**src/rtl/imcf_pkg.sv**
```systemverilog
// ----------------------------------------------------------------------------
// imcf_pkg
// Shared constants, types and tables for the IMU motion cue filter.
// ----------------------------------------------------------------------------
package imcf_pkg;

  localparam int ACCEL_W = 16;
  localparam int SACC_W  = ACCEL_W + 8;
  localparam int ACC_MAX = (2 ** (ACCEL_W - 1)) - 1;
  localparam int ACC_MIN = -(2 ** (ACCEL_W - 1));

  localparam int CD_W    = 34;
  localparam int ANG_W   = 32;
  localparam int MA_W    = 34;
  localparam int MB_W    = 18;
  localparam int MACC_W  = 56;
  localparam int RED_W   = 33;

  localparam int CORDIC_ITERS = 20;
  localparam int ITER_W       = 5;

  localparam logic signed [ANG_W-1:0] PI_Q20      = 32'sd3294199;
  localparam logic signed [ANG_W-1:0] TWO_PI_Q20  = 32'sd6588398;
  localparam logic signed [ANG_W-1:0] HALF_PI_Q20 = 32'sd1647100;
  localparam logic signed [CD_W-1:0]  INV_GAIN_Q30 = 34'sd652032875;

  localparam logic signed [MB_W-1:0] INV_GAIN_Q16  = 18'sd39797;
  localparam logic signed [MB_W-1:0] LPF_W_Q16     = 18'sd19661;
  localparam logic signed [MB_W-1:0] GYRO_GAIN_Q16 = 18'sd74961;
  localparam logic signed [MB_W-1:0] COMP_KEEP_Q16 = 18'sd64225;
  localparam logic signed [MB_W-1:0] COMP_ACC_Q16  = 18'sd1311;
  localparam logic signed [MB_W-1:0] SMOOTH_W_Q16  = 18'sd9830;

  localparam logic [2:0] REG_ACC_BIAS_X  = 3'd0;
  localparam logic [2:0] REG_ACC_BIAS_Y  = 3'd1;
  localparam logic [2:0] REG_ACC_BIAS_Z  = 3'd2;
  localparam logic [2:0] REG_RATE_BIAS_X = 3'd3;
  localparam logic [2:0] REG_RATE_BIAS_Y = 3'd4;
  localparam logic [2:0] REG_MOTION_THR  = 3'd5;
  localparam logic [2:0] REG_OFFSET_LIM  = 3'd6;

  localparam logic [1:0] CLS_CRUISE = 2'd0;
  localparam logic [1:0] CLS_ACCEL  = 2'd1;
  localparam logic [1:0] CLS_BRAKE  = 2'd2;

  typedef struct packed {
    logic start;
    logic vec_mode;
  } cordic_req_t;

  typedef struct packed {
    logic go;
    logic accum;
  } mac_req_t;

  function automatic logic signed [ANG_W-1:0] atan_q20(input logic [ITER_W-1:0] idx);
    logic signed [ANG_W-1:0] v;
    unique case (idx)
      5'd0:    v = 32'sd823550;
      5'd1:    v = 32'sd486170;
      5'd2:    v = 32'sd256879;
      5'd3:    v = 32'sd130396;
      5'd4:    v = 32'sd65451;
      5'd5:    v = 32'sd32757;
      5'd6:    v = 32'sd16383;
      5'd7:    v = 32'sd8192;
      5'd8:    v = 32'sd4096;
      5'd9:    v = 32'sd2048;
      5'd10:   v = 32'sd1024;
      5'd11:   v = 32'sd512;
      5'd12:   v = 32'sd256;
      5'd13:   v = 32'sd128;
      5'd14:   v = 32'sd64;
      5'd15:   v = 32'sd32;
      5'd16:   v = 32'sd16;
      5'd17:   v = 32'sd8;
      5'd18:   v = 32'sd4;
      5'd19:   v = 32'sd2;
      default: v = '0;
    endcase
    return v;
  endfunction

  // round half up, then arithmetic shift
  function automatic logic signed [MACC_W-1:0] rnd(input logic signed [MACC_W-1:0] v,
                                                   input int n);
    logic signed [MACC_W-1:0] h;
    h = '0;
    h[n-1] = 1'b1;
    return (v + h) >>> n;
  endfunction

  function automatic logic signed [ACCEL_W-1:0] sat_acc(input logic signed [31:0] v);
    logic signed [ACCEL_W-1:0] r;
    if (v > ACC_MAX) begin
      r = ACCEL_W'(ACC_MAX);
    end else if (v < ACC_MIN) begin
      r = ACCEL_W'(ACC_MIN);
    end else begin
      r = v[ACCEL_W-1:0];
    end
    return r;
  endfunction

  function automatic logic signed [15:0] sat16(input logic signed [16:0] v);
    logic signed [15:0] r;
    if (v[16] != v[15]) begin
      r = v[16] ? 16'sh8000 : 16'sh7FFF;
    end else begin
      r = v[15:0];
    end
    return r;
  endfunction

endpackage

```
**src/rtl/imu_motion_cue_filter_unit.sv**
```systemverilog
// ----------------------------------------------------------------------------
// imu_motion_cue_filter_unit
// Pitch/roll complementary filter with longitudinal motion cue output.
//
//   word      handshake           payload
//   in_*      in_valid/in_ready   accel x/y/z, rate x/y, elapsed_ms
//   out_*     out_valid/out_ready class, offset, long. accel, pitch, roll
//   cfg_*     cfg_we              cfg_idx, cfg_wdata
//
// From one input accept to the next the sequencer runs three CORDIC passes
// (start, 20 steps, done), a 9-step angle reduction and 15 products
// through the single MAC with their update steps. out_valid rises when
// the finished word is loaded from the last step into the output register.
// in_ready is high only while the sequencer is idle; a finished word sits
// in the output register while the next input word is taken, and the
// sequencer holds in its last step while that register is still full.
// Synchronous active-low reset clears filter state and loads register
// defaults; no clearing pass.
// ----------------------------------------------------------------------------
module imu_motion_cue_filter_unit (
  input  logic               clk,
  input  logic               rst_n,
  input  logic               in_valid,
  output logic               in_ready,
  input  logic signed [15:0] in_accel_x,
  input  logic signed [15:0] in_accel_y,
  input  logic signed [15:0] in_accel_z,
  input  logic signed [15:0] in_rate_x,
  input  logic signed [15:0] in_rate_y,
  input  logic [15:0]        in_elapsed_ms,
  output logic               out_valid,
  input  logic               out_ready,
  output logic [1:0]         out_motion_class,
  output logic signed [13:0] out_visual_offset,
  output logic signed [16:0] out_longitudinal_accel,
  output logic signed [31:0] out_pitch_out,
  output logic signed [31:0] out_roll_out,
  input  logic               cfg_we,
  input  logic [2:0]         cfg_idx,
  input  logic [15:0]        cfg_wdata
);

  localparam int SW  = imcf_pkg::SACC_W;
  localparam int AW  = imcf_pkg::ACCEL_W;
  localparam int MW  = imcf_pkg::MACC_W;

  typedef enum logic [23:0] {
    S_IDLE    = 24'h000001,
    S_LPF_MUL = 24'h000002,
    S_LPF_UPD = 24'h000004,
    S_VEC1    = 24'h000008,
    S_VEC1_W  = 24'h000010,
    S_MAG_MUL = 24'h000020,
    S_MAG_UPD = 24'h000040,
    S_VEC2    = 24'h000080,
    S_VEC2_W  = 24'h000100,
    S_GY_MUL1 = 24'h000200,
    S_GY_MUL2 = 24'h000400,
    S_GY_RND  = 24'h000800,
    S_CP_MUL1 = 24'h001000,
    S_CP_MUL2 = 24'h002000,
    S_CP_UPD  = 24'h004000,
    S_RED     = 24'h008000,
    S_ROT     = 24'h010000,
    S_ROT_W   = 24'h020000,
    S_AL_MUL1 = 24'h040000,
    S_AL_MUL2 = 24'h080000,
    S_AL_UPD  = 24'h100000,
    S_OF_MUL  = 24'h200000,
    S_OF_UPD  = 24'h400000,
    S_OUT     = 24'h800000
  } state_t;

  state_t state_r, state_nxt;

  logic signed [15:0] bias_ax_r, bias_ay_r, bias_az_r, bias_rx_r, bias_ry_r;
  logic [14:0]        thr_r;
  logic [4:0]         lim_r;

  logic signed [SW-1:0] sacc_r [3];
  logic signed [31:0]   pitch_r, roll_r;
  logic signed [15:0]   offs_r;

  logic signed [AW-1:0] acc_in_r [3];
  logic signed [15:0]   rx_r, ry_r;
  logic [5:0]           ms_r;
  logic [1:0]           ax_idx_r;
  logic                 axis_r;

  logic signed [31:0]   grav_roll_r, grav_pitch_r;
  logic signed [imcf_pkg::CD_W-1:0] mag_r;
  logic signed [23:0]   d_r;
  logic [imcf_pkg::RED_W-1:0] red_r;
  logic                 red_neg_r;
  logic [3:0]           k_r;
  logic                 rot_neg_r;
  logic signed [17:0]   c16_r, s16_r;
  logic signed [16:0]   along_r;
  logic [1:0]           cls_r;

  logic               out_valid_r;
  logic [1:0]         out_cls_r;
  logic signed [13:0] out_offs_r;
  logic signed [16:0] out_along_r;
  logic signed [31:0] out_pitch_r, out_roll_r;

  // shared units
  imcf_pkg::mac_req_t                   mac_req;
  logic signed [imcf_pkg::MA_W-1:0]     mac_a;
  logic signed [imcf_pkg::MB_W-1:0]     mac_b;
  logic signed [MW-1:0]                 mac_acc;

  imcf_pkg::cordic_req_t                cd_req;
  logic signed [imcf_pkg::CD_W-1:0]     cd_x, cd_y, cd_xo, cd_yo;
  logic signed [imcf_pkg::ANG_W-1:0]    cd_z, cd_zo;
  logic                                 cd_done;

  imcf_mac u_mac (
    .clk  (clk),
    .req  (mac_req),
    .op_a (mac_a),
    .op_b (mac_b),
    .acc  (mac_acc)
  );

  imcf_cordic u_cordic (
    .clk   (clk),
    .rst_n (rst_n),
    .req   (cd_req),
    .x_in  (cd_x),
    .y_in  (cd_y),
    .z_in  (cd_z),
    .done  (cd_done),
    .x_out (cd_xo),
    .y_out (cd_yo),
    .z_out (cd_zo)
  );

  // datapath helpers
  logic signed [SW-1:0]   a256;
  logic signed [SW:0]     lpf_diff;
  logic signed [MW-1:0]   r16, r19, r24;
  logic signed [31:0]     ang_sel, acc_ang_sel, ang_sat;
  logic signed [16:0]     rate_sel;
  logic signed [16:0]     along_sat;
  logic signed [21:0]     of_t;
  logic signed [17:0]     of_new, of_lim, of_clamp;
  logic [imcf_pkg::RED_W-1:0] red_sub;
  logic signed [31:0]     zr, z1, z2;
  logic                   fneg;
  logic signed [imcf_pkg::CD_W:0] xn, yn;

  assign a256     = $signed({acc_in_r[ax_idx_r], 8'h00});
  assign lpf_diff = (SW+1)'(a256) - (SW+1)'(sacc_r[ax_idx_r]);
  assign r16      = imcf_pkg::rnd(mac_acc, 16);
  assign r19      = imcf_pkg::rnd(mac_acc, 19);
  assign r24      = imcf_pkg::rnd(mac_acc, 24);
  assign ang_sel     = axis_r ? roll_r : pitch_r;
  assign acc_ang_sel = axis_r ? grav_roll_r : grav_pitch_r;
  assign rate_sel    = axis_r ? 17'(rx_r) : 17'(ry_r);

  assign ang_sat = (r16[MW-1:31] != {(MW-31){r16[MW-1]}}) ?
                   (r16[MW-1] ? 32'sh80000000 : 32'sh7FFFFFFF) : r16[31:0];
  assign along_sat = (r24[MW-1:16] != {(MW-16){r24[MW-1]}}) ?
                     (r24[MW-1] ? 17'sh10000 : 17'sh0FFFF) : r24[16:0];

  assign of_t = -((22'(along_r) <<< 2) + 22'(along_r)) - (22'(offs_r) <<< 3);
  assign of_new = 18'(offs_r) + r19[17:0];
  assign of_lim = $signed({5'b0, lim_r, 8'h00});
  always_comb begin
    if (of_new > of_lim) begin
      of_clamp = of_lim;
    end else if (of_new < -of_lim) begin
      of_clamp = -of_lim;
    end else begin
      of_clamp = of_new;
    end
  end

  assign red_sub = imcf_pkg::RED_W'(imcf_pkg::TWO_PI_Q20) << k_r;

  always_comb begin
    zr = red_neg_r ? -$signed(red_r[31:0]) : $signed(red_r[31:0]);
    if (zr > imcf_pkg::PI_Q20) begin
      z1 = zr - imcf_pkg::TWO_PI_Q20;
    end else if (zr < -imcf_pkg::PI_Q20) begin
      z1 = zr + imcf_pkg::TWO_PI_Q20;
    end else begin
      z1 = zr;
    end
    fneg = 1'b0;
    z2   = z1;
    if (z1 > imcf_pkg::HALF_PI_Q20) begin
      z2   = z1 - imcf_pkg::PI_Q20;
      fneg = 1'b1;
    end else if (z1 < -imcf_pkg::HALF_PI_Q20) begin
      z2   = z1 + imcf_pkg::PI_Q20;
      fneg = 1'b1;
    end
  end

  assign xn   = rot_neg_r ? -(imcf_pkg::CD_W+1)'(cd_xo) : (imcf_pkg::CD_W+1)'(cd_xo);
  assign yn   = rot_neg_r ? -(imcf_pkg::CD_W+1)'(cd_yo) : (imcf_pkg::CD_W+1)'(cd_yo);

  // unit requests and operand muxes
  always_comb begin
    mac_req = '0;
    mac_a   = '0;
    mac_b   = '0;
    cd_req  = '0;
    cd_x    = '0;
    cd_y    = '0;
    cd_z    = '0;
    unique case (state_r)
      S_LPF_MUL: begin
        mac_req.go = 1'b1;
        mac_a = imcf_pkg::MA_W'(lpf_diff);
        mac_b = imcf_pkg::LPF_W_Q16;
      end
      S_VEC1: begin
        cd_req.start    = 1'b1;
        cd_req.vec_mode = 1'b1;
        cd_x = imcf_pkg::CD_W'(sacc_r[2]);
        cd_y = imcf_pkg::CD_W'(sacc_r[1]);
      end
      S_MAG_MUL: begin
        mac_req.go = 1'b1;
        mac_a = cd_xo;
        mac_b = imcf_pkg::INV_GAIN_Q16;
      end
      S_VEC2: begin
        cd_req.start    = 1'b1;
        cd_req.vec_mode = 1'b1;
        cd_x = mag_r;
        cd_y = -imcf_pkg::CD_W'(sacc_r[0]);
      end
      S_GY_MUL1: begin
        mac_req.go = 1'b1;
        mac_a = imcf_pkg::MA_W'(rate_sel);
        mac_b = $signed({12'b0, ms_r});
      end
      S_GY_MUL2: begin
        mac_req.go = 1'b1;
        mac_a = mac_acc[imcf_pkg::MA_W-1:0];
        mac_b = imcf_pkg::GYRO_GAIN_Q16;
      end
      S_CP_MUL1: begin
        mac_req.go = 1'b1;
        mac_a = imcf_pkg::MA_W'(ang_sel) + imcf_pkg::MA_W'(d_r);
        mac_b = imcf_pkg::COMP_KEEP_Q16;
      end
      S_CP_MUL2: begin
        mac_req.go    = 1'b1;
        mac_req.accum = 1'b1;
        mac_a = imcf_pkg::MA_W'(acc_ang_sel);
        mac_b = imcf_pkg::COMP_ACC_Q16;
      end
      S_ROT: begin
        cd_req.start = 1'b1;
        cd_x = imcf_pkg::INV_GAIN_Q30;
        cd_y = '0;
        cd_z = z2;
      end
      S_AL_MUL1: begin
        mac_req.go = 1'b1;
        mac_a = imcf_pkg::MA_W'(sacc_r[0]);
        mac_b = c16_r;
      end
      S_AL_MUL2: begin
        mac_req.go    = 1'b1;
        mac_req.accum = 1'b1;
        mac_a = imcf_pkg::MA_W'(sacc_r[2]);
        mac_b = s16_r;
      end
      S_OF_MUL: begin
        mac_req.go = 1'b1;
        mac_a = imcf_pkg::MA_W'(of_t);
        mac_b = imcf_pkg::SMOOTH_W_Q16;
      end
      default: begin
      end
    endcase
  end

  // sequencer
  always_comb begin
    state_nxt = state_r;
    unique case (state_r)
      S_IDLE:    if (in_valid) state_nxt = S_LPF_MUL;
      S_LPF_MUL: state_nxt = S_LPF_UPD;
      S_LPF_UPD: state_nxt = (ax_idx_r == 2'd2) ? S_VEC1 : S_LPF_MUL;
      S_VEC1:    state_nxt = S_VEC1_W;
      S_VEC1_W:  if (cd_done) state_nxt = S_MAG_MUL;
      S_MAG_MUL: state_nxt = S_MAG_UPD;
      S_MAG_UPD: state_nxt = S_VEC2;
      S_VEC2:    state_nxt = S_VEC2_W;
      S_VEC2_W:  if (cd_done) state_nxt = S_GY_MUL1;
      S_GY_MUL1: state_nxt = S_GY_MUL2;
      S_GY_MUL2: state_nxt = S_GY_RND;
      S_GY_RND:  state_nxt = S_CP_MUL1;
      S_CP_MUL1: state_nxt = S_CP_MUL2;
      S_CP_MUL2: state_nxt = S_CP_UPD;
      S_CP_UPD:  state_nxt = axis_r ? S_RED : S_GY_MUL1;
      S_RED:     if (k_r == 4'd0) state_nxt = S_ROT;
      S_ROT:     state_nxt = S_ROT_W;
      S_ROT_W:   if (cd_done) state_nxt = S_AL_MUL1;
      S_AL_MUL1: state_nxt = S_AL_MUL2;
      S_AL_MUL2: state_nxt = S_AL_UPD;
      S_AL_UPD:  state_nxt = S_OF_MUL;
      S_OF_MUL:  state_nxt = S_OF_UPD;
      S_OF_UPD:  state_nxt = S_OUT;
      S_OUT:     if (!out_valid_r || out_ready) state_nxt = S_IDLE;
      default:   state_nxt = S_IDLE;
    endcase
  end

  assign in_ready = (state_r == S_IDLE);

  // control state, configuration and filter state
  always_ff @(posedge clk) begin
    if (!rst_n) begin
      state_r     <= S_IDLE;
      out_valid_r <= 1'b0;
      bias_ax_r   <= '0;
      bias_ay_r   <= '0;
      bias_az_r   <= '0;
      bias_rx_r   <= '0;
      bias_ry_r   <= '0;
      thr_r       <= 15'd819;
      lim_r       <= 5'd12;
      sacc_r[0]   <= '0;
      sacc_r[1]   <= '0;
      sacc_r[2]   <= '0;
      pitch_r     <= '0;
      roll_r      <= '0;
      offs_r      <= '0;
      ax_idx_r    <= '0;
      axis_r      <= 1'b0;
      k_r         <= '0;
    end else begin
      state_r <= state_nxt;
      if (cfg_we) begin
        unique case (cfg_idx)
          imcf_pkg::REG_ACC_BIAS_X:  bias_ax_r <= cfg_wdata;
          imcf_pkg::REG_ACC_BIAS_Y:  bias_ay_r <= cfg_wdata;
          imcf_pkg::REG_ACC_BIAS_Z:  bias_az_r <= cfg_wdata;
          imcf_pkg::REG_RATE_BIAS_X: bias_rx_r <= cfg_wdata;
          imcf_pkg::REG_RATE_BIAS_Y: bias_ry_r <= cfg_wdata;
          imcf_pkg::REG_MOTION_THR:  thr_r     <= cfg_wdata[14:0];
          imcf_pkg::REG_OFFSET_LIM:  lim_r     <= cfg_wdata[4:0];
          default: begin
          end
        endcase
      end
      if (state_r == S_OUT && (!out_valid_r || out_ready)) begin
        out_valid_r <= 1'b1;
      end else if (out_valid_r && out_ready) begin
        out_valid_r <= 1'b0;
      end
      unique case (state_r)
        S_IDLE: begin
          ax_idx_r <= '0;
          axis_r   <= 1'b0;
        end
        S_LPF_UPD: begin
          sacc_r[ax_idx_r] <= sacc_r[ax_idx_r] + r16[SW-1:0];
          ax_idx_r <= ax_idx_r + 2'd1;
        end
        S_CP_UPD: begin
          if (axis_r) begin
            roll_r <= ang_sat;
            k_r    <= 4'd8;
          end else begin
            pitch_r <= ang_sat;
            axis_r  <= 1'b1;
          end
        end
        S_RED: begin
          if (k_r != 4'd0) begin
            k_r <= k_r - 4'd1;
          end
        end
        S_OF_UPD: offs_r <= of_clamp[15:0];
        default: begin
        end
      endcase
    end
  end

  // payload registers
  always_ff @(posedge clk) begin
    unique case (state_r)
      S_IDLE: begin
        if (in_valid) begin
          acc_in_r[0] <= imcf_pkg::sat_acc(32'(in_accel_x) - 32'(bias_ax_r));
          acc_in_r[1] <= imcf_pkg::sat_acc(32'(in_accel_y) - 32'(bias_ay_r));
          acc_in_r[2] <= imcf_pkg::sat_acc(32'(in_accel_z) - 32'(bias_az_r));
          rx_r <= imcf_pkg::sat16(17'(in_rate_x) - 17'(bias_rx_r));
          ry_r <= imcf_pkg::sat16(17'(in_rate_y) - 17'(bias_ry_r));
          ms_r <= (in_elapsed_ms > 16'd50) ? 6'd10 : in_elapsed_ms[5:0];
        end
      end
      S_VEC1_W:  if (cd_done) grav_roll_r <= cd_zo;
      S_MAG_UPD: mag_r <= r16[imcf_pkg::CD_W-1:0];
      S_VEC2_W:  if (cd_done) grav_pitch_r <= cd_zo;
      S_GY_RND:  d_r <= r16[23:0];
      S_CP_UPD: begin
        if (axis_r) begin
          red_r     <= pitch_r[31] ? -imcf_pkg::RED_W'(pitch_r) : imcf_pkg::RED_W'(pitch_r);
          red_neg_r <= pitch_r[31];
        end
      end
      S_RED: begin
        if (red_r >= red_sub) begin
          red_r <= red_r - red_sub;
        end
      end
      S_ROT: rot_neg_r <= fneg;
      S_ROT_W: begin
        if (cd_done) begin
          c16_r <= 18'((xn + (imcf_pkg::CD_W+1)'(8192)) >>> 14);
          s16_r <= 18'((yn + (imcf_pkg::CD_W+1)'(8192)) >>> 14);
        end
      end
      S_AL_UPD: along_r <= along_sat;
      S_OF_UPD: begin
        if (along_r > $signed({2'b0, thr_r})) begin
          cls_r <= imcf_pkg::CLS_ACCEL;
        end else if (along_r < -$signed({2'b0, thr_r})) begin
          cls_r <= imcf_pkg::CLS_BRAKE;
        end else begin
          cls_r <= imcf_pkg::CLS_CRUISE;
        end
      end
      S_OUT: begin
        if (!out_valid_r || out_ready) begin
          out_cls_r   <= cls_r;
          out_offs_r  <= offs_r[13:0];
          out_along_r <= along_r;
          out_pitch_r <= pitch_r;
          out_roll_r  <= roll_r;
        end
      end
      default: begin
      end
    endcase
  end

  assign out_valid              = out_valid_r;
  assign out_motion_class       = out_cls_r;
  assign out_visual_offset      = out_offs_r;
  assign out_longitudinal_accel = out_along_r;
  assign out_pitch_out          = out_pitch_r;
  assign out_roll_out           = out_roll_r;

endmodule

```
**src/rtl/imcf_mac.sv**
```systemverilog
// ----------------------------------------------------------------------------
// imcf_mac
// Shared signed multiply-accumulate unit, one product per cycle.
// ----------------------------------------------------------------------------
module imcf_mac (
  input  logic                                 clk,
  input  imcf_pkg::mac_req_t                   req,
  input  logic signed [imcf_pkg::MA_W-1:0]     op_a,
  input  logic signed [imcf_pkg::MB_W-1:0]     op_b,
  output logic signed [imcf_pkg::MACC_W-1:0]   acc
);

  logic signed [imcf_pkg::MA_W+imcf_pkg::MB_W-1:0] prod;
  logic signed [imcf_pkg::MACC_W-1:0]              acc_r;

  assign prod = op_a * op_b;
  assign acc  = acc_r;

  always_ff @(posedge clk) begin
    if (req.go) begin
      acc_r <= (req.accum ? acc_r : '0) + imcf_pkg::MACC_W'(prod);
    end
  end

endmodule

```
**src/rtl/imcf_cordic.sv**
```systemverilog
// ----------------------------------------------------------------------------
// imcf_cordic
// Iterative CORDIC, one micro-rotation per cycle, vectoring or rotation mode.
// ----------------------------------------------------------------------------
module imcf_cordic (
  input  logic                                clk,
  input  logic                                rst_n,
  input  imcf_pkg::cordic_req_t               req,
  input  logic signed [imcf_pkg::CD_W-1:0]    x_in,
  input  logic signed [imcf_pkg::CD_W-1:0]    y_in,
  input  logic signed [imcf_pkg::ANG_W-1:0]   z_in,
  output logic                                done,
  output logic signed [imcf_pkg::CD_W-1:0]    x_out,
  output logic signed [imcf_pkg::CD_W-1:0]    y_out,
  output logic signed [imcf_pkg::ANG_W-1:0]   z_out
);

  logic signed [imcf_pkg::CD_W-1:0]  x_r, y_r, xs, ys;
  logic signed [imcf_pkg::ANG_W-1:0] z_r, at;
  logic [imcf_pkg::ITER_W-1:0]       cnt_r;
  logic                              busy_r, done_r, vec_r, zero_r, plus;

  assign xs   = x_r >>> cnt_r;
  assign ys   = y_r >>> cnt_r;
  assign at   = imcf_pkg::atan_q20(cnt_r);
  assign plus = vec_r ? !y_r[imcf_pkg::CD_W-1] : z_r[imcf_pkg::ANG_W-1];

  assign done  = done_r;
  assign x_out = x_r;
  assign y_out = y_r;
  assign z_out = zero_r ? '0 : z_r;

  always_ff @(posedge clk) begin
    if (!rst_n) begin
      busy_r <= 1'b0;
      done_r <= 1'b0;
      cnt_r  <= '0;
    end else begin
      if (req.start) begin
        busy_r <= 1'b1;
        done_r <= 1'b0;
        cnt_r  <= '0;
      end else if (busy_r) begin
        if (cnt_r == imcf_pkg::ITER_W'(imcf_pkg::CORDIC_ITERS - 1)) begin
          busy_r <= 1'b0;
          done_r <= 1'b1;
        end else begin
          done_r <= 1'b0;
          cnt_r  <= cnt_r + 1'b1;
        end
      end else begin
        done_r <= 1'b0;
      end
    end
  end

  always_ff @(posedge clk) begin
    if (req.start) begin
      vec_r  <= req.vec_mode;
      zero_r <= req.vec_mode && (x_in == '0) && (y_in == '0);
      if (req.vec_mode && x_in[imcf_pkg::CD_W-1]) begin
        x_r <= -x_in;
        y_r <= -y_in;
        z_r <= y_in[imcf_pkg::CD_W-1] ? -imcf_pkg::PI_Q20 : imcf_pkg::PI_Q20;
      end else begin
        x_r <= x_in;
        y_r <= y_in;
        z_r <= req.vec_mode ? '0 : z_in;
      end
    end else if (busy_r) begin
      if (plus) begin
        x_r <= x_r + ys;
        y_r <= y_r - xs;
        z_r <= z_r + at;
      end else begin
        x_r <= x_r - ys;
        y_r <= y_r + xs;
        z_r <= z_r - at;
      end
    end
  end

endmodule

```
**config.mk**
```make
export PLATFORM = sky130hd
export DESIGN_NAME = imu_motion_cue_filter_unit
export DESIGN_NICKNAME = d
export VERILOG_FILES = /design/src/rtl/imcf_pkg.sv /design/src/rtl/imu_motion_cue_filter_unit.sv /design/src/rtl/imcf_mac.sv /design/src/rtl/imcf_cordic.sv
export SDC_FILE = /design/constraint.sdc
export NUM_CORES = 2
export LEC_CHECK = 0
export ABC_CLOCK_PERIOD_IN_PS = 24900
export BUFFER_PORTS_ARGS = -buffer_cell sky130_fd_sc_hd__buf_2
export CORE_UTILIZATION = 65
export DETAILED_ROUTE_END_ITERATION = 7
export PLACE_DENSITY = 0.84
export SKIP_CTS_REPAIR_TIMING = 1
export SYNTH_ARGS = -nofsm -noshare
export SYNTH_HDL_FRONTEND = slang
export SYNTH_SLANG_ARGS = --single-unit
```
**constraint.sdc**
```tcl
create_clock -name clk -period 24.9 [get_ports clk]
set_input_delay 3.735 -clock clk [delete_from_list [all_inputs] [get_ports clk]]
set_output_delay 3.735 -clock clk [all_outputs]
set_load 0.02 [all_outputs]
```
# Word-level counts from Yosys, hierarchy flattened
# Memories as Yosys holds them, arrays and structs flattened. A register that Yosys moved wholly into a read port is not among the register bits.
# Cells that the tools add are included.
# totals
register_bits,724
mem_bits_rw,120
rom_bits,640
memories,3
word_cells,299
output_inout_bits,99
# mem_list
name,words,width,rd,rd_clocked_by_memory_dff,wr,line,text
(no name shown),32,20,1,1,0,imcf_pkg.sv:58,unique case (idx)
sacc_r,3,24,4,1,3,imu_motion_cue_filter_unit.sv:80,logic signed [SW-1:0] sacc_r [3];
acc_in_r,3,16,1,1,3,imu_motion_cue_filter_unit.sv:84,logic signed [AW-1:0] acc_in_r [3];
# classes
shift,3
add_sub_neg,41
n_bitwise,4
multipliers,1
muxes,100
order_cmp,16
eq_ne,45
n_reduce_logical,43
# op_table
operator,count
$mux W32,19
$pmux W24 S24,1
$pmux W34 S9,1
$mux W16,19
$mux W34,8
$mux W24,7
$pmux W18 S9,1
$pmux W34 S3,1
$mux W33,3
$neg A32 Y32,3
$sub A16 B16 Y17,5
$add A34 B34 Y34,2
$logic_not A34 Y1,2
$neg A34 Y34,2
$pmux W34 S2,1
$sshr A34 B5 Y34,2
$sub A34 B34 Y34,2
$pmux W33 S2,1
$add A32 B15 Y32 const B,2
$add A56 B17 Y56 const B,1
$add A56 B25 Y56 const B,1
$add A56 B56 Y56,1
$mux W56,1
$mul A34 B18 Y52,1
92 further kinds,166

# Logic depth before layout (Yosys ltp)
# logic_depth
ltp_word,12
depth_mapped,65
mapped_depth_nobuf,61

# Modules after synthesis
# From an unflattened synthesis, not the netlist that was laid out.
# hier_totals
cells_unflattened,10690
area_unflattened_um2,94241.6
# modules_own_cells
module,instances,cells_each,area_per_inst_um2
imu_motion_cue_filter_unit,1,5551,49987.9
imcf_mac,1,2989,26208.9
imcf_cordic,1,2150,18044.8

# Worst setup path before layout
# Ideal clock, no wire load.
# synth_path
path_type,register to register
from,register axis_r
to,"register u_mac.acc_r, in the netlist u_mac.acc[55], data pin"
synth_period_minus_slack_ns,13.908
stages_incl_launch_ff,55
arrival_ns,13.637
n_path_buf,6
path_slack_ns,10.992
path_cell_list,dfxtp_1 -> clkbuf_1 -> buf_1 -> clkbuf_1 -> clkbuf_1 -> clkbuf_1 -> mux2_2 -> ha_1 -> a21o_1 -> a21o_1 -> a2111oi_0 -> nor2_1 -> o21a_1 -> a21oi_1 -> nor2b_1 -> xnor2_1 -> a2111oi_0 -> nor2_1 -> [19 not listed] -> a211oi_1 -> nor2_1 -> ha_1 -> clkbuf_1 -> a21o_1 -> a21o_1 -> a21o_1 -> a21oi_1 -> nor2b_1 -> o21ai_0 -> nand2b_1 -> a21o_1 -> a21o_1 -> or3_1 -> o211ai_1 -> mux2i_1 -> nor3_1 -> xnor2_1
# synth_via
elab_chain_cells,5
word_cells_on_any_way,7
# synth_rtl
item,line,text
from (decl),imu_motion_cue_filter_unit.sv:88,logic axis_r;
from (signal assigned),imu_motion_cue_filter_unit.sv:338,axis_r <= 1'b0;
from (signal assigned),imu_motion_cue_filter_unit.sv:363,axis_r <= 1'b0;
from (signal assigned),imu_motion_cue_filter_unit.sv:375,axis_r <= 1'b1;
$mux W32,imu_motion_cue_filter_unit.sv:158,assign ang_sel = axis_r ? roll_r : pitch_r;
$add A32 B24 Y33,imu_motion_cue_filter_unit.sv:249,mac_a = imcf_pkg::MA_W'(ang_sel) + imcf_pkg::MA_W'(d_r);
$pmux W34 S9 *,imu_motion_cue_filter_unit.sv:214,unique case (state_r)
$mul A34 B18 Y52 *,imcf_mac.sv:16,assign prod = op_a * op_b;
$add A56 B56 Y56 *,imcf_mac.sv:21,acc_r <= (req.accum ? acc_r : '0) + imcf_pkg::MACC_W'(prod);
to (signal assigned),imcf_mac.sv:21,
to (decl),imcf_mac.sv:14,logic signed [imcf_pkg::MACC_W-1:0] acc_r;
# Mark *: on every way between the ends. The rest lies on a longest branch, timed or not.
# A chain may end at the register's enable or synchronous reset.

# Worst setup path after layout
# layout_path
from,register along_r[3]
to,"register u_mac.acc_r, in the netlist u_mac.acc[54], data pin"
# layout_via
elab_chain_cells,6
# layout_rtl
item,line,text
from (decl),imu_motion_cue_filter_unit.sv:98,logic signed [16:0] along_r;
from (signal assigned),imu_motion_cue_filter_unit.sv:425,S_AL_UPD: along_r <= along_sat;
$add A19 B17 Y20,imu_motion_cue_filter_unit.sv:167,assign of_t = -((22'(along_r) <<< 2) + 22'(along_r)) - (22'(offs_r) <<< 3);
$neg A20 Y22,imu_motion_cue_filter_unit.sv:167,
$sub A22 B19 Y22,imu_motion_cue_filter_unit.sv:167,
$pmux W34 S9,imu_motion_cue_filter_unit.sv:214,
$mul A34 B18 Y52,imcf_mac.sv:16,
$add A56 B56 Y56,imcf_mac.sv:21,
# Every way passes these cells.

==> reports/qor.yml <==
slowest_stage: "o21ai_0"
wirelength_um: 331000
synth_edf_count: 649
synth_fp_nets: 11678
ant_nets: 0
start_kind: "register"
antenna_found_initial: 26
r2r-start: "along_r[3]"
tightestPinTransition_ns: 1.44
slew-limit-headroom_pct: 3.57
max_cap_violations: 0
layout_setup_ws_ns: 9.59
synth_area_mm2: 0.0912
startpoint: "along_r[3]"
cts_tree: "done"
die_h_um: 377
violations: "design-rule violations"
grt_overflow: 0
nets: 11721
finalHoldViolCount: 0
start_util_pct: 65.4
swShare_pct: 28.0
synth_top_area_share_pct: 21.4
clock_power_share_pct: 43.1
avgSynthCellArea_um2: 8.82
finalMaxSlewViolations: 0
place_ws_ns: 10.07
synth-seq-cells: 890
clock-sinks: 890
vias: 82178
area_delta_synth_final_pct: 7.42
p_switching_mw: 1.02
drt-pass1-iter-count: 8
p_int_mw: 2.62
tns_ns: 0
drtIter0Drc: 11590
port_buffers: 218
outcome: "finished with violations"
cp.required_ns: 25.40
hold_path_class: "register to register"
grt_max_degree: 101
async_reset_ff_share_pct: 0
pin_count: 219
setup_viol: 0
numCtsBuffers: 101
yosys.cell_types.count: 119
ys.flop_type: "edfxtp_1"
routabilityCongestion: 1.08
dp_hpwl_um: 255000
fp.coreArea_mm2: 0.139
crit_top_cell: "fa_1"
seq_power_share_pct: 45.3
min_from: "cls_r[1]"
cp_slowest_stage_delay_ns: 0.74
fin_crit_sh_pct: 61.5
crit_fanout: 9
synth_top_area_cell: "edfxtp_1"
final_layout_size_suffix_gt1_share_pct: 8.48
grt_setup_unrepaired: "no"
syn_inst: 10338
clock_skew_ns: 0.0972
power_per_cell_area_mw_per_mm2: 37.2
insertion_delay_ns: 0.78
cts_root_buf: "clkbuf_16"
clockBufferDepth: 3
max_freq_mhz: 65.3
post-route-min-period_ns: 15.31
num_rows: 137
synth.area.top_cells: "edfxtp_1 (21%), fa_1 (13%), ha_1 (8.3%)"
path_class: "register to register"
wire_per_inst_um: 26.8
dieArea_mm2: 0.142
remaining_drc_errors: 15
yosysSeqAreaShare_pct: 26.7
grt.total_usage_pct: 46.0
viasPerCell: 6.65
yosys_warnings: 0
cp-end-kind: "register"
path_clk_slew_ns: 0.07
cts_max_level: 3
grt_pass1_vias: 77063
die_x_um: 377
p_leak_nw: 41.0
combPwrFrac_pct: 11.7
ir_drop_mv: 0.0728
grt_pass1_wl_um: 488000
arrival_ns: 15.80
## synth_stat cells, types with 62 or more instances
library cell and count:
nand2_1 1330, inv_1 1110, nor2_1 775, edfxtp_1 649
a21oi_1 638, fa_1 612, ha_1 608, o21ai_0 502
xnor2_1 478, clkbuf_1 383, xor2_1 272, dfxtp_1 241
and2_1 187, nor3_1 183, nand3_1 182, a21o_1 152
mux2i_1 140, nor2b_1 117, o21a_1 114, mux2_2 98
nand2b_1 94, and3_1 87, mux4_2 82, nand4_1 82
a31oi_1 78, or3_1 77, a21boi_0 73, a22oi_1 62
o31ai_1 62
## logic make-up (layout without fill, tap and decap cells)
logic type / count (synthesis) / after routing / share of synthesized area (%)
other: 0 / 10 / 0
buffers and inverters: 1576 / 1706 / 6.55
xor gates and xnor gates: 757 / 757 / 7.34
AOI/OAI and AO/OA: 2234 / 2234 / 15.9
muxes: 322 / 322 / 4.80
DFF: 890 / 890 / 26.7
and+or+nand+nor: 3338 / 3338 / 17.0
adders and majority gates: 1221 / 1221 / 21.8
## area by class of cell
type                       instances  area (um^2)
multi-input combinational       7872        61100
fill                           10699        41400
sequential                       890        24300
inverter                        1114         4190
clock buffer                     123         2750
timing repair buffer             402         2470
tap                             1876         2350
clock inverter                    67          728
antenna                           10         25.0
## critical path, delay by kind of cell, from the launching register on
kind            cells  cell delay, ns
compound gates     28            6.96
fa+ha+maj          11            4.48
simple gates        9            2.37
flops               1            0.45
buf+inv             5            0.42
xor+xnor            2            0.33
## metal layers
metal  global-route usage, %  wire length [um]
met5                       0               174
met4                    27.6             23900
met2                    65.6            136000
met1                    61.7            126000
met3                    13.6             44900
## metrics by stage
step                total power, mW  utilization (%)  hold slack, ns  instance area (um^2)  cells
finish                         3.64             70.3           0.446                 98000  12354
global route                   3.72             70.3           0.466                 97900  12345
CTS                            3.62             70.3           0.446                 97900  12344
detailed placement             2.08             67.8           0.423                 94500  12154
global placement               2.07             67.8           0.402                 94500  12154
floorplan                      1.91                -           0.400                 91200  10338
## power groups by stage
stage               sequential (mW)  clock [mW]  combinational, mW
floorplan                      1.67           0              0.248
global placement               1.68           0              0.395
detailed placement             1.68           0              0.404
CTS                            1.65        1.57              0.408
global route                   1.65        1.62              0.449
finish                         1.65        1.57              0.426
## path summary, 6_finish.rpt
kind / to / slack [ns] / cells after the start
max: u_mac.acc[54] / 9.59 / 55
min: out_motion_class[1] / 0.45 / 0
max reg2reg: u_mac.acc[54] / 9.59 / 55
min reg2reg: out_motion_class[1] / 0.45 / 0
## state kept, by name, summed over array words and instances (netlist names), 33 cells and up, named ones only
register,count
sacc_r,96
u_mac.acc,56
acc_in_r,48
mag_r,34
u_cordic.x_out,34
u_cordic.y_out,34
red_r,33
## cell usage in the layout (no fill, tap or decap), types with 184 or more instances in the layout
| cell type | instances |
|---|---|
| a21oi_1 | 637 |
| and2_1 | 186 |
| buf_2 | 218 |
| buf_4 | 184 |
| dfxtp_1 | 234 |
| edfxtp_1 | 649 |
| fa_1 | 612 |
| ha_1 | 608 |
| inv_1 | 1108 |
| nand2_1 | 1329 |
| nor2_1 | 771 |
| o21ai_0 | 502 |
| xnor2_1 | 475 |
| xor2_1 | 272 |
No activity file was read; power rests on OpenSTA's default activity.
